**config.mk**
```make
export PLATFORM = sky130hd
export DESIGN_NAME = led_timed_pattern_controller_core_flat
export DESIGN_NICKNAME = d
export VERILOG_FILES = /design/src/design/ltpc_pkg.sv /design/src/design/ltpc_if.sv /design/src/design/ltpc_step.sv /design/src/design/led_timed_pattern_controller_core.sv /design/src/flat_wrapper.sv
export SDC_FILE = /design/constraint.sdc
export NUM_CORES = 1
export LEC_CHECK = 0
export BUFFER_PORTS_ARGS = -buffer_cell sky130_fd_sc_hd__buf_2
export CAP_MARGIN = 20
export CORE_AREA = 2 2 201 203
export DETAILED_ROUTE_END_ITERATION = 8
export DIE_AREA = 0 0 203 205
export GPL_ROUTABILITY_DRIVEN = 0
export PLACE_DENSITY = 0.66
export REMOVE_ABC_BUFFERS = 1
export SYNTH_ARGS = -nofsm -noshare
export SYNTH_HDL_FRONTEND = slang
export SYNTH_HIERARCHICAL = 1
export SYNTH_SLANG_ARGS = --single-unit
```
**constraint.sdc**
```tcl
create_clock -name clk -period 25.2 [get_ports clk]
set_input_delay 2.52 -clock clk [delete_from_list [all_inputs] [get_ports clk]]
set_output_delay 2.52 -clock clk [all_outputs]
set_load 0.05 [all_outputs]
```
**src/design/ltpc_pkg.sv**
```systemverilog
// ----------------------------------------------------------------------------
// ltpc_pkg
// Shared types, command codes and constants for the led timed pattern
// controller.
// ----------------------------------------------------------------------------
package ltpc_pkg;

  localparam int unsigned LED_W   = 3;
  localparam int unsigned TIME_W  = 32;
  localparam int unsigned LIGHT_W = 8;
  localparam int unsigned CNT_W   = 15;
  localparam int unsigned TOG_W   = CNT_W + 1;

  // led numbers as they arrive on the light field
  localparam logic [LIGHT_W-1:0] LIGHT_LED1 = 8'd1;
  localparam logic [LIGHT_W-1:0] LIGHT_LED2 = 8'd2;
  localparam logic [LIGHT_W-1:0] LIGHT_LED3 = 8'd3;

  typedef enum logic [2:0] {
    CMD_TICK       = 3'd0,
    CMD_HIT        = 3'd1,
    CMD_BLINK      = 3'd2,
    CMD_STOP_BLINK = 3'd3,
    CMD_ALT        = 3'd4,
    CMD_STOP_ALT   = 3'd5,
    CMD_ON         = 3'd6,
    CMD_OFF        = 3'd7
  } ltpc_cmd_t;

  typedef struct packed {
    logic [TIME_W-1:0]  now;
    logic [LED_W-1:0]   leds;
    logic               hit_active;
    logic [TIME_W-1:0]  hit_deadline;
    logic               blink_active;
    logic [LIGHT_W-1:0] blink_light;
    logic [TIME_W-1:0]  blink_period;
    logic [TOG_W-1:0]   toggles_left;
    logic [TIME_W-1:0]  last_event;
    logic               alt_active;
    logic [TIME_W-1:0]  alt_period;
    logic               alt_next_is_second;
  } ltpc_state_t;

  // one-hot led select, zero for numbers outside 1 to 3
  function automatic logic [LED_W-1:0] led_mask(input logic [LIGHT_W-1:0] light);
    logic [LED_W-1:0] m;
    case (light)
      LIGHT_LED1: m = 3'b001;
      LIGHT_LED2: m = 3'b010;
      LIGHT_LED3: m = 3'b100;
      default:    m = 3'b000;
    endcase
    return m;
  endfunction

endpackage

```
**src/design/ltpc_if.sv**
```systemverilog
// ----------------------------------------------------------------------------
// ltpc_if
// Valid/ready channels of the led timed pattern controller: command beats in,
// led status beats out.
// ----------------------------------------------------------------------------
interface ltpc_in_if;
  logic        valid;
  logic        ready;
  logic [2:0]  cmd;
  logic [7:0]  light;
  logic [31:0] duration;
  logic [14:0] blink_count;

  modport source (output valid, output cmd, output light, output duration,
                  output blink_count, input ready);
  modport sink   (input valid, input cmd, input light, input duration,
                  input blink_count, output ready);
endinterface

interface ltpc_out_if;
  logic       valid;
  logic       ready;
  logic [2:0] leds;
  logic       blink_busy;
  logic       alternate_busy;
  logic       hit_busy;

  modport source (output valid, output leds, output blink_busy,
                  output alternate_busy, output hit_busy, input ready);
  modport sink   (input valid, input leds, input blink_busy,
                  input alternate_busy, input hit_busy, output ready);
endinterface

```
**src/design/ltpc_step.sv**
```systemverilog
// ----------------------------------------------------------------------------
// ltpc_step
// Next-state logic for one command beat: tick checks (hit expiry, blink,
// alternate) and the plain led commands.
// ----------------------------------------------------------------------------
module ltpc_step import ltpc_pkg::*; (
  input  ltpc_state_t         cur,
  input  ltpc_cmd_t           cmd,
  input  logic [LIGHT_W-1:0]  light,
  input  logic [TIME_W-1:0]   duration,
  input  logic [CNT_W-1:0]    blink_count,
  output ltpc_state_t         nxt
);

  logic [LED_W-1:0]  sel_mask;
  logic [LED_W-1:0]  blink_mask;
  logic [TIME_W-1:0] now_inc;
  logic [TIME_W-1:0] blink_elapsed;
  logic [TIME_W-1:0] alt_elapsed;
  logic              blink_fire;

  assign sel_mask      = led_mask(light);
  assign blink_mask    = led_mask(cur.blink_light);
  assign now_inc       = cur.now + 1'b1;
  assign blink_elapsed = now_inc - cur.last_event;
  assign blink_fire    = cur.blink_active && (blink_elapsed >= cur.blink_period) &&
                         (blink_mask != '0);
  // a blink step moves last_event to the new time, leaving zero elapsed
  assign alt_elapsed   = blink_fire ? '0 : blink_elapsed;

  always_comb begin
    nxt = cur;
    unique case (cmd)
      CMD_TICK: begin
        nxt.now = now_inc;
        if (cur.hit_active && (now_inc > cur.hit_deadline)) begin
          nxt.leds       = '0;
          nxt.hit_active = 1'b0;
        end
        if (blink_fire) begin
          nxt.leds       = nxt.leds ^ blink_mask;
          nxt.last_event = now_inc;
          if (cur.toggles_left != '0) begin
            nxt.toggles_left = cur.toggles_left - 1'b1;
            if (cur.toggles_left == TOG_W'(1)) begin
              nxt.blink_active = 1'b0;
              nxt.leds         = '0;
            end
          end
        end
        if (cur.alt_active && (alt_elapsed >= cur.alt_period)) begin
          if (!cur.alt_next_is_second) begin
            nxt.leds = {nxt.leds[2], 2'b01};
          end else begin
            nxt.leds = {nxt.leds[2], 2'b10};
          end
          nxt.alt_next_is_second = !cur.alt_next_is_second;
          nxt.last_event         = now_inc;
        end
      end
      CMD_HIT: begin
        nxt.hit_active   = 1'b1;
        nxt.hit_deadline = cur.now + duration;
        nxt.leds         = cur.leds | sel_mask;
      end
      CMD_BLINK: begin
        // ignored while a blink runs
        if (!cur.blink_active) begin
          nxt.blink_light  = light;
          nxt.blink_period = duration;
          nxt.toggles_left = {blink_count, 1'b0};
          nxt.blink_active = 1'b1;
          nxt.last_event   = cur.now;
        end
      end
      CMD_STOP_BLINK: begin
        nxt.blink_active = 1'b0;
        nxt.leds         = '0;
      end
      CMD_ALT: begin
        nxt.alt_period = duration;
        nxt.alt_active = 1'b1;
        nxt.last_event = cur.now;
      end
      CMD_STOP_ALT: begin
        nxt.alt_active = 1'b0;
        nxt.leds       = {cur.leds[2], 2'b00};
      end
      CMD_ON: begin
        nxt.leds = cur.leds | sel_mask;
      end
      CMD_OFF: begin
        nxt.leds = cur.leds & ~sel_mask;
      end
      default: begin
        nxt = cur;
      end
    endcase
  end

endmodule

```
**src/design/led_timed_pattern_controller_core.sv**
```systemverilog
// ----------------------------------------------------------------------------
// led_timed_pattern_controller_core
// Drives three leds from command and millisecond tick beats: hit, blink,
// alternate, on, off and stop commands.
// ----------------------------------------------------------------------------
// Every accepted input beat yields exactly one status beat carrying the
// led levels and busy flags after that beat. The state register is updated
// in the cycle a beat is accepted and also serves as the output register, so
// a new beat is taken each cycle as long as the previous status beat is
// consumed in the same cycle or the output slot is empty; the output ready
// is the only thing that holds the input back. No clearing pass after reset.
module led_timed_pattern_controller_core import ltpc_pkg::*; (
  input  logic            clk,
  input  logic            rst_n,
  ltpc_in_if.sink         in_ch,
  ltpc_out_if.source      out_ch
);

  ltpc_state_t state_r;
  ltpc_state_t state_nxt;
  logic        out_valid_r;
  logic        out_valid_nxt;
  logic        in_accept;
  ltpc_cmd_t   in_cmd;

  assign in_ch.ready = !out_valid_r || out_ch.ready;
  assign in_accept   = in_ch.valid && in_ch.ready;
  assign in_cmd      = ltpc_cmd_t'(in_ch.cmd);

  ltpc_step u_step (
    .cur         (state_r),
    .cmd         (in_cmd),
    .light       (in_ch.light),
    .duration    (in_ch.duration),
    .blink_count (in_ch.blink_count),
    .nxt         (state_nxt)
  );

  assign out_valid_nxt = in_accept || (out_valid_r && !out_ch.ready);

  always_ff @(posedge clk) begin
    if (!rst_n) begin
      state_r     <= '0;
      out_valid_r <= 1'b0;
    end else begin
      out_valid_r <= out_valid_nxt;
      if (in_accept) begin
        state_r <= state_nxt;
      end
    end
  end

  // state only moves on an accepted beat, so it doubles as the output payload
  assign out_ch.valid          = out_valid_r;
  assign out_ch.leds           = state_r.leds;
  assign out_ch.blink_busy     = state_r.blink_active;
  assign out_ch.alternate_busy = state_r.alt_active;
  assign out_ch.hit_busy       = state_r.hit_active;

`ifndef SYNTHESIS
  a_accept_gives_beat: assert property (@(posedge clk) disable iff (!rst_n)
    in_accept |=> out_valid_r)
    else $error("accepted beat produced no status beat");

  a_state_holds: assert property (@(posedge clk) disable iff (!rst_n)
    !in_accept |=> $stable(state_r))
    else $error("state changed without an accepted beat");

  a_tick_advances: assert property (@(posedge clk) disable iff (!rst_n)
    (in_accept && (in_cmd == CMD_TICK)) |=> (state_r.now == $past(state_r.now) + 1'b1))
    else $error("tick did not advance time by one");

  a_stop_alt_dark: assert property (@(posedge clk) disable iff (!rst_n)
    (in_accept && (in_cmd == CMD_STOP_ALT)) |=>
      (!state_r.alt_active && (state_r.leds[1:0] == 2'b00)))
    else $error("stop alternate left led1 or led2 lit");
`endif

endmodule

```
**src/flat_wrapper.sv**
```systemverilog
// flat-port wrapper written by rule: the top's interface ports become plain ports
module led_timed_pattern_controller_core_flat import ltpc_pkg::*;
  (clk, rst_n, in_ch_valid, in_ch_cmd, in_ch_light, in_ch_duration, in_ch_blink_count, in_ch_ready, out_ch_valid, out_ch_leds, out_ch_blink_busy, out_ch_alternate_busy, out_ch_hit_busy, out_ch_ready);
  ltpc_in_if in_ch_i ();
  ltpc_out_if out_ch_i ();
  input  logic clk;
  input  logic rst_n;
  input wire logic [$bits(in_ch_i.valid)-1:0] in_ch_valid;
  input wire logic [$bits(in_ch_i.cmd)-1:0] in_ch_cmd;
  input wire logic [$bits(in_ch_i.light)-1:0] in_ch_light;
  input wire logic [$bits(in_ch_i.duration)-1:0] in_ch_duration;
  input wire logic [$bits(in_ch_i.blink_count)-1:0] in_ch_blink_count;
  output wire logic [$bits(in_ch_i.ready)-1:0] in_ch_ready;
  output wire logic [$bits(out_ch_i.valid)-1:0] out_ch_valid;
  output wire logic [$bits(out_ch_i.leds)-1:0] out_ch_leds;
  output wire logic [$bits(out_ch_i.blink_busy)-1:0] out_ch_blink_busy;
  output wire logic [$bits(out_ch_i.alternate_busy)-1:0] out_ch_alternate_busy;
  output wire logic [$bits(out_ch_i.hit_busy)-1:0] out_ch_hit_busy;
  input wire logic [$bits(out_ch_i.ready)-1:0] out_ch_ready;
  assign in_ch_i.valid = in_ch_valid;
  assign in_ch_i.cmd = in_ch_cmd;
  assign in_ch_i.light = in_ch_light;
  assign in_ch_i.duration = in_ch_duration;
  assign in_ch_i.blink_count = in_ch_blink_count;
  assign in_ch_ready = in_ch_i.ready;
  assign out_ch_valid = out_ch_i.valid;
  assign out_ch_leds = out_ch_i.leds;
  assign out_ch_blink_busy = out_ch_i.blink_busy;
  assign out_ch_alternate_busy = out_ch_i.alternate_busy;
  assign out_ch_hit_busy = out_ch_i.hit_busy;
  assign out_ch_i.ready = out_ch_ready;
  led_timed_pattern_controller_core u_core (.clk(clk), .rst_n(rst_n), .in_ch(in_ch_i), .out_ch(out_ch_i));
endmodule
```
==> out/qor.yml, run 1 <==
crit_path_max_fanout: 27
path_buf_inv: 1
layout-drive-gt1-share_pct: 6.522
p_leak_nw: 7.736
port_buffers: 69
grt.total_usage_pct: 23.69
dp.cells: 2839
grt_setup_unrepaired: "no"
final.setup.tns_ns: 0
cts.htree.levels: 4
clock_sinks: 192
syn_inst: 2364
hold_buffers: 0
cts_tree: "built"
drv_slew: 0
num_antenna_cells: 0
synth_seq_cells: 192
clkTransAtPathRegs_ns: 0.08
slew_headroom_pct: 22.80
clk_path_buf_depth: 2
outcome: "finished, final reports clean"
fill_cells: 3919
slowest_delay_ns: 0.84
rows: 73
synth_top_area_share_pct: 21.98
critical_path.top_delay_family: "simple AND/OR/NAND/NOR gates"
crit_cells: 35
grt_max_degree: 186
worstHoldPathCells: 2
setup_viol: 0
stdcell_count: 2871
max_clock_freq_ghz: 0.1029
yosysSeqAreaShare_pct: 21.98
stdcell_area_um2: 18350
async_flop_share_pct: 0
startpoint_type: "flop"
cts-root-buf: "clkbuf_16"
ir_drop_uv: 46.80
die_h_um: 205
period_needed_ns: 9.719
hold_violations: 0
finalWirelength_um: 49570
insertion_delay_ns: 0.48
postCtsSetupBuffers: 0
synth.distinct_cells: 80
first_iter_violations: 1312
power_density_nw_per_um2: 39.28
post_cts_resized: 0
grt_pass1_vias: 14930
core-area_um2: 39370
syn_avg_cell_area_um2: 7.398
cts_buffers: 17
tightest_slew_ns: 1.158
cpMaxStageDelayCell: "and2_1"
start_util_pct: 44.43
required_ns: 25.59
critPathArrivalTime_ns: 10.10
vias: 16120
area_growth_pct: 4.929
synth_edf_count: 0
yosysWarnings: 6
fin_nets: 2559
p_total_uw: 720.9
die_area_um2: 41620
post_drt_via_cell_ratio: 5.614
drc: 0
dp_hpwl_um: 36190
yosysTopAreaCell: "dfxtp_1"
netlist_top_cells_area: "dfxtp_1 22%, nand2_1 13%, ha_1 12%, mux2i_1 11%, o21ai_0 4.6%"
fin_crit_sh_pct: 38.57
crit_path_end_kind: "flop"
grt.overflow.total: 0
cp_common_cell: "ha_1"
fin_skew_ns: 0.01657
wl_per_cell_um: 17.27
critPathKind: "flop to flop"
worstRegToRegCells: 35
pin_count: 70
antenna_found_initial: 0
hp-class: "flop to flop"
postRouteAntennaNets: 0
maxCapViolations: 0
synth_area_um2: 17490
synth-main-ff-cell: "dfxtp_1"
die_w_um: 203
first_pass_iters: 7
grt_pass1_wl_um: 78830
place_area_um2: 17780
-- synth_stat cells, drive strengths merged (6+ instances only) --
master,instances
and3,16
nand2b,13
o31ai,9
clkbuf,98
a21oi,101
or2,7
or3,10
nor3,30
and2,23
a32oi,6
o211ai,18
a221o,24
buf,37
a211oi,14
a21o,41
o311ai,6
xor2,52
nor2,76
and4,7
nand2,628
ha,162
o21a,15
mux2i,192
nor4,10
nand4,23
dfxtp,192
xnor2,67
nor2b,43
o21ai,160
a31oi,11
nand3,48
inv,157
-- final timing paths --
path / start / end / slack (ns)
hold reg to reg: u_core/state_r[107] / u_core/state_r[107] / 0.46
setup reg to reg: u_core/state_r[159] / u_core/state_r[61] / 15.48
hold / removal: u_core/state_r[107] / u_core/state_r[107] / 0.46
setup / recovery: u_core/state_r[159] / u_core/state_r[61] / 15.48
-- registers in the layout, indices dropped and copies added, names as in the netlist --
name and flops:
u_core/out_ch.blink_busy 1, u_core/out_ch.valid 1, u_core/state_r 185, u_core/out_ch.alternate_busy 1
u_core/out_ch.leds 3, u_core/out_ch.hit_busy 1
-- routing by layer --
metal | up-vias | GRT usage [%] | wire [um]
met2 | 420 | 39.13 | 22790
met1 | 7608 | 31.14 | 22750
met3 | 72 | 3.850 | 2618
li1 | 8017 | - | -
met5 | - | 0 | 0
met4 | 0 | 8.629 | 1416
-- layout make-up --
cell class | instances | area [um2] | share of cell area [%]
inverter | 157 | 589.3 | 3.211
timing repair buffer | 85 | 475.5 | 2.591
tap | 525 | 656.9 | 3.579
sequential | 192 | 3844 | 20.94
clock buffer | 21 | 460.4 | 2.509
multi-input combinational | 1880 | 12220 | 66.58
clock inverter | 11 | 106.4 | 0.5795
-- through the flow --
step           util, %  setup WS (ns)  hold WS, ns
2_1_floorplan        -          15.51       0.4347
3_3_place_gp     45.18          16.09       0.4419
3_5_place_dp     45.18          15.65       0.4469
4_1_cts          46.62          15.60       0.4596
5_1_grt          46.62          14.82       0.4748
6_report         46.62          15.48       0.4583
-- logic make-up after synthesis --
| logic type | share of synthesized area [%] |
|---|---|
| AO/OA/AOI/OAI | 16.53 |
| XOR/XNOR | 5.959 |
| multiplexers | 11.12 |
| AND/OR/NAND/NOR | 24.16 |
| buffers and inverters | 8.435 |
| adder cells (fa/ha/maj) | 11.82 |
| flip-flops | 21.98 |
-- where the power goes --
group          switching (mW)  internal, mW  leakage, nW  total (mW)
clock                   0.134         0.142        0.258       0.276
sequential            0.00451         0.309         1.55       0.314
combinational          0.0853        0.0458         5.93       0.131
-- cell usage in the layout, fill, tap and decap left out, types with 16 or more instances in the layout --
cell	synthesis	layout
o21ai_0	160	160
buf_2	9	68
nand3_1	47	47
a21o_1	41	41
o211ai_1	18	18
buf_4	3	16
a221o_1	24	24
xor2_1	52	52
mux2i_1	192	192
xnor2_1	67	67
nor2_1	75	72
nor3_1	28	28
inv_1	157	157
nand2_1	628	628
ha_1	162	162
nand4_1	23	23
clkbuf_16	0	17
a21oi_1	101	99
dfxtp_1	192	192
and2_1	21	21
nor2b_1	43	43
-- worst register-to-register path, delay by kind of cell, from the launching register on --
| kind | cells | cell delay, ns |
|---|---|---|
| flops | 1 | 0.51 |
| compound gates | 12 | 2.93 |
| mux | 1 | 0.17 |
| fa+ha+maj | 4 | 1.26 |
| simple gates | 15 | 3.93 |
| xor+xnor | 2 | 0.43 |
| buf+inv | 1 | 0.40 |
Power figures use the tool's default switching activity.
==> inputs of run 2 (changes only) <==
==> constraint.sdc (replaced) <==
create_clock -name clk -period 10.1 [get_ports clk]
set_input_delay 1.01 -clock clk [delete_from_list [all_inputs] [get_ports clk]]
set_output_delay 1.01 -clock clk [all_outputs]
set_load 0.05 [all_outputs]
==> out/qor.yml, run 2 (synthesis gave the netlist of run 1 again) <==
antenna_found_initial: 0  # unchanged
cts_buffers: 17  # unchanged
top_register: "u_core/state_r"  # unchanged
crit_path_max_fanout: 27  # unchanged
clkTransAtPathRegs_ns: 0.07  # was 0.08 ns
finalWirelength_um: 49580  # was 49570 um
tightest_slew_ns: 1.072  # was 1.158 ns
stdcell_area_um2: 18440  # was 18350 um2
clk_path_buf_depth: 2  # unchanged
slew_headroom_pct: 27.87  # was 22.80%
critPathArrivalTime_ns: 9.78  # was 10.10 ns
fin_crit_sh_pct: 92.98  # was 38.57%
slowest_delay_ns: 0.51  # was 0.84 ns
final.setup.tns_ns: 0  # unchanged
cp_common_cell: "ha_1"  # unchanged
wl_met1_um: 22470  # was 22750 um
area_growth_pct: 5.423  # was 4.929%
fill_cells: 3913  # was 3919
grt_pass1_wl_um: 79710  # was 78830 um
die_area_um2: 41620  # unchanged
max_clock_freq_ghz: 0.1065  # was 0.1029 GHz
drc: 0  # unchanged
crit_path_end_kind: "flop"  # unchanged
grt.total_usage_pct: 23.84  # was 23.69%
hold_buffers: 0  # unchanged
layout_common_cells: "628 x nand2_1, 192 x mux2i_1, 192 x dfxtp_1"  # unchanged
grt.overflow.total: 0  # unchanged
final_common_cell: "nand2_1"  # unchanged
first_iter_violations: 1336  # was 1312
fin_nets: 2562  # was 2559
die_w_um: 203  # unchanged
grt_max_degree: 112  # was 186
grt_setup_unrepaired: "no"  # unchanged
layout-drive-gt1-share_pct: 6.726  # was 6.522%
required_ns: 10.49  # was 25.59 ns
period_needed_ns: 9.391  # was 9.719 ns
vias: 16150  # was 16120
start_util_pct: 44.43  # unchanged
hold_violations: 0  # unchanged
grt_pass1_vias: 15180  # was 14930
met2_length_um: 23290  # was 22790 um
outcome: "finished, final reports clean"  # unchanged
post_drt_via_cell_ratio: 5.617  # was 5.614
maxCapViolations: 0  # unchanged
first_pass_iters: 6  # was 7
startpoint_type: "flop"  # unchanged
p_leak_nw: 7.795  # was 7.736 nW
rows: 73  # unchanged
cts-root-buf: "clkbuf_16"  # unchanged
cts.htree.levels: 4  # unchanged
postRouteAntennaNets: 0  # unchanged
drv_slew: 0  # unchanged
pre_cts_slack_ns: 0.8863  # was 15.65 ns
ir_drop_uv: 117.6  # was 46.80 uV
wl_per_cell_um: 17.24  # was 17.27 um
postCtsSetupBuffers: 0  # unchanged
setup_viol: 0  # unchanged
pin_count: 70  # unchanged
post_cts_resized: 0  # unchanged
critPathKind: "flop to flop"  # unchanged
largest_reg_flops: 185  # unchanged
cts_tree: "built"  # unchanged
dp_hpwl_um: 36460  # was 36190 um
insertion_delay_ns: 0.47  # was 0.48 ns
port_buffers: 69  # unchanged
cpMaxStageDelayCell: "dfxtp_1"  # was and2_1
fin_skew_ns: 0.01516  # was 0.01657 ns
worstRegToRegCells: 36  # was 35
die_h_um: 205  # unchanged
top_layer: "met4"  # unchanged
place_area_um2: 17820  # was 17780 um2
power_density_nw_per_um2: 100.5  # was 39.28 nW/um2
setup_ws_ns: 0.7086  # was 15.48 ns
clock_sinks: 192  # unchanged
worstHoldPathCells: 2  # unchanged
hp-class: "flop to flop"  # unchanged
core-area_um2: 39370  # unchanged
dr_wl_met3_um: 2446  # was 2618 um
[run 2: cell type report]
cell class                 count  area, um2  share of cell area [%]
multi-input combinational   1880      12220                   66.27
sequential                   192       3844                   20.85
tap                          525      656.9                   3.563
inverter                     157      589.3                   3.196
timing repair buffer          88      510.5                   2.769
clock buffer                  18      439.2                   2.382
clock inverter                14      176.4                  0.9568
antenna                        1      2.502                 0.01357
[run 2: power breakdown]
group          internal (mW)  switching (mW)  leakage [nW]
registers              0.771          0.0113          1.55
clock network          0.400           0.342         0.298
logic                  0.115           0.213          5.95
total                   1.29           0.566          7.80
[run 2: final timing paths]
check | start | end | slack [ns]
min | u_core/state_r[83] | u_core/state_r[83] | 0.46
max | u_core/state_r[159] | u_core/state_r[42] | 0.71
max reg2reg | u_core/state_r[159] | u_core/state_r[42] | 0.71
min reg2reg | u_core/state_r[83] | u_core/state_r[83] | 0.46
[run 2: worst max-delay path: cells and delay by family, from the launching register on]
family / cells / cell delay (ns)
buffers and inverters: 2 / 0.67
muxes: 1 / 0.18
AOI/OAI and AO/OA: 12 / 2.73
and+or+nand+nor: 15 / 3.48
DFF: 1 / 0.51
xor gates and xnor gates: 2 / 0.44
adders and majority gates: 4 / 1.24
[run 2: through the flow]
| stage | instances | util (%) | hold slack, ns | power (mW) |
|---|---|---|---|---|
| floorplan | 2229 | - | 0.4347 | 1.009 |
| finish | 2875 | 46.84 | 0.4586 | 1.853 |
| global placement | 2842 | 45.27 | 0.4423 | 1.118 |
| detailed placement | 2842 | 45.27 | 0.4461 | 1.125 |
| CTS | 2874 | 46.83 | 0.4620 | 1.865 |
| global route | 2874 | 46.83 | 0.4752 | 1.932 |
[run 2: layer usage]
| metal | vias to the layer above | global-route usage, % |
|---|---|---|
| li1 | 8030 | - |
| met3 | 73 | 3.213 |
| met4 | 0 | 8.160 |
| met2 | 422 | 40.06 |
| met1 | 7624 | 31.37 |
| met5 | - | 0 |
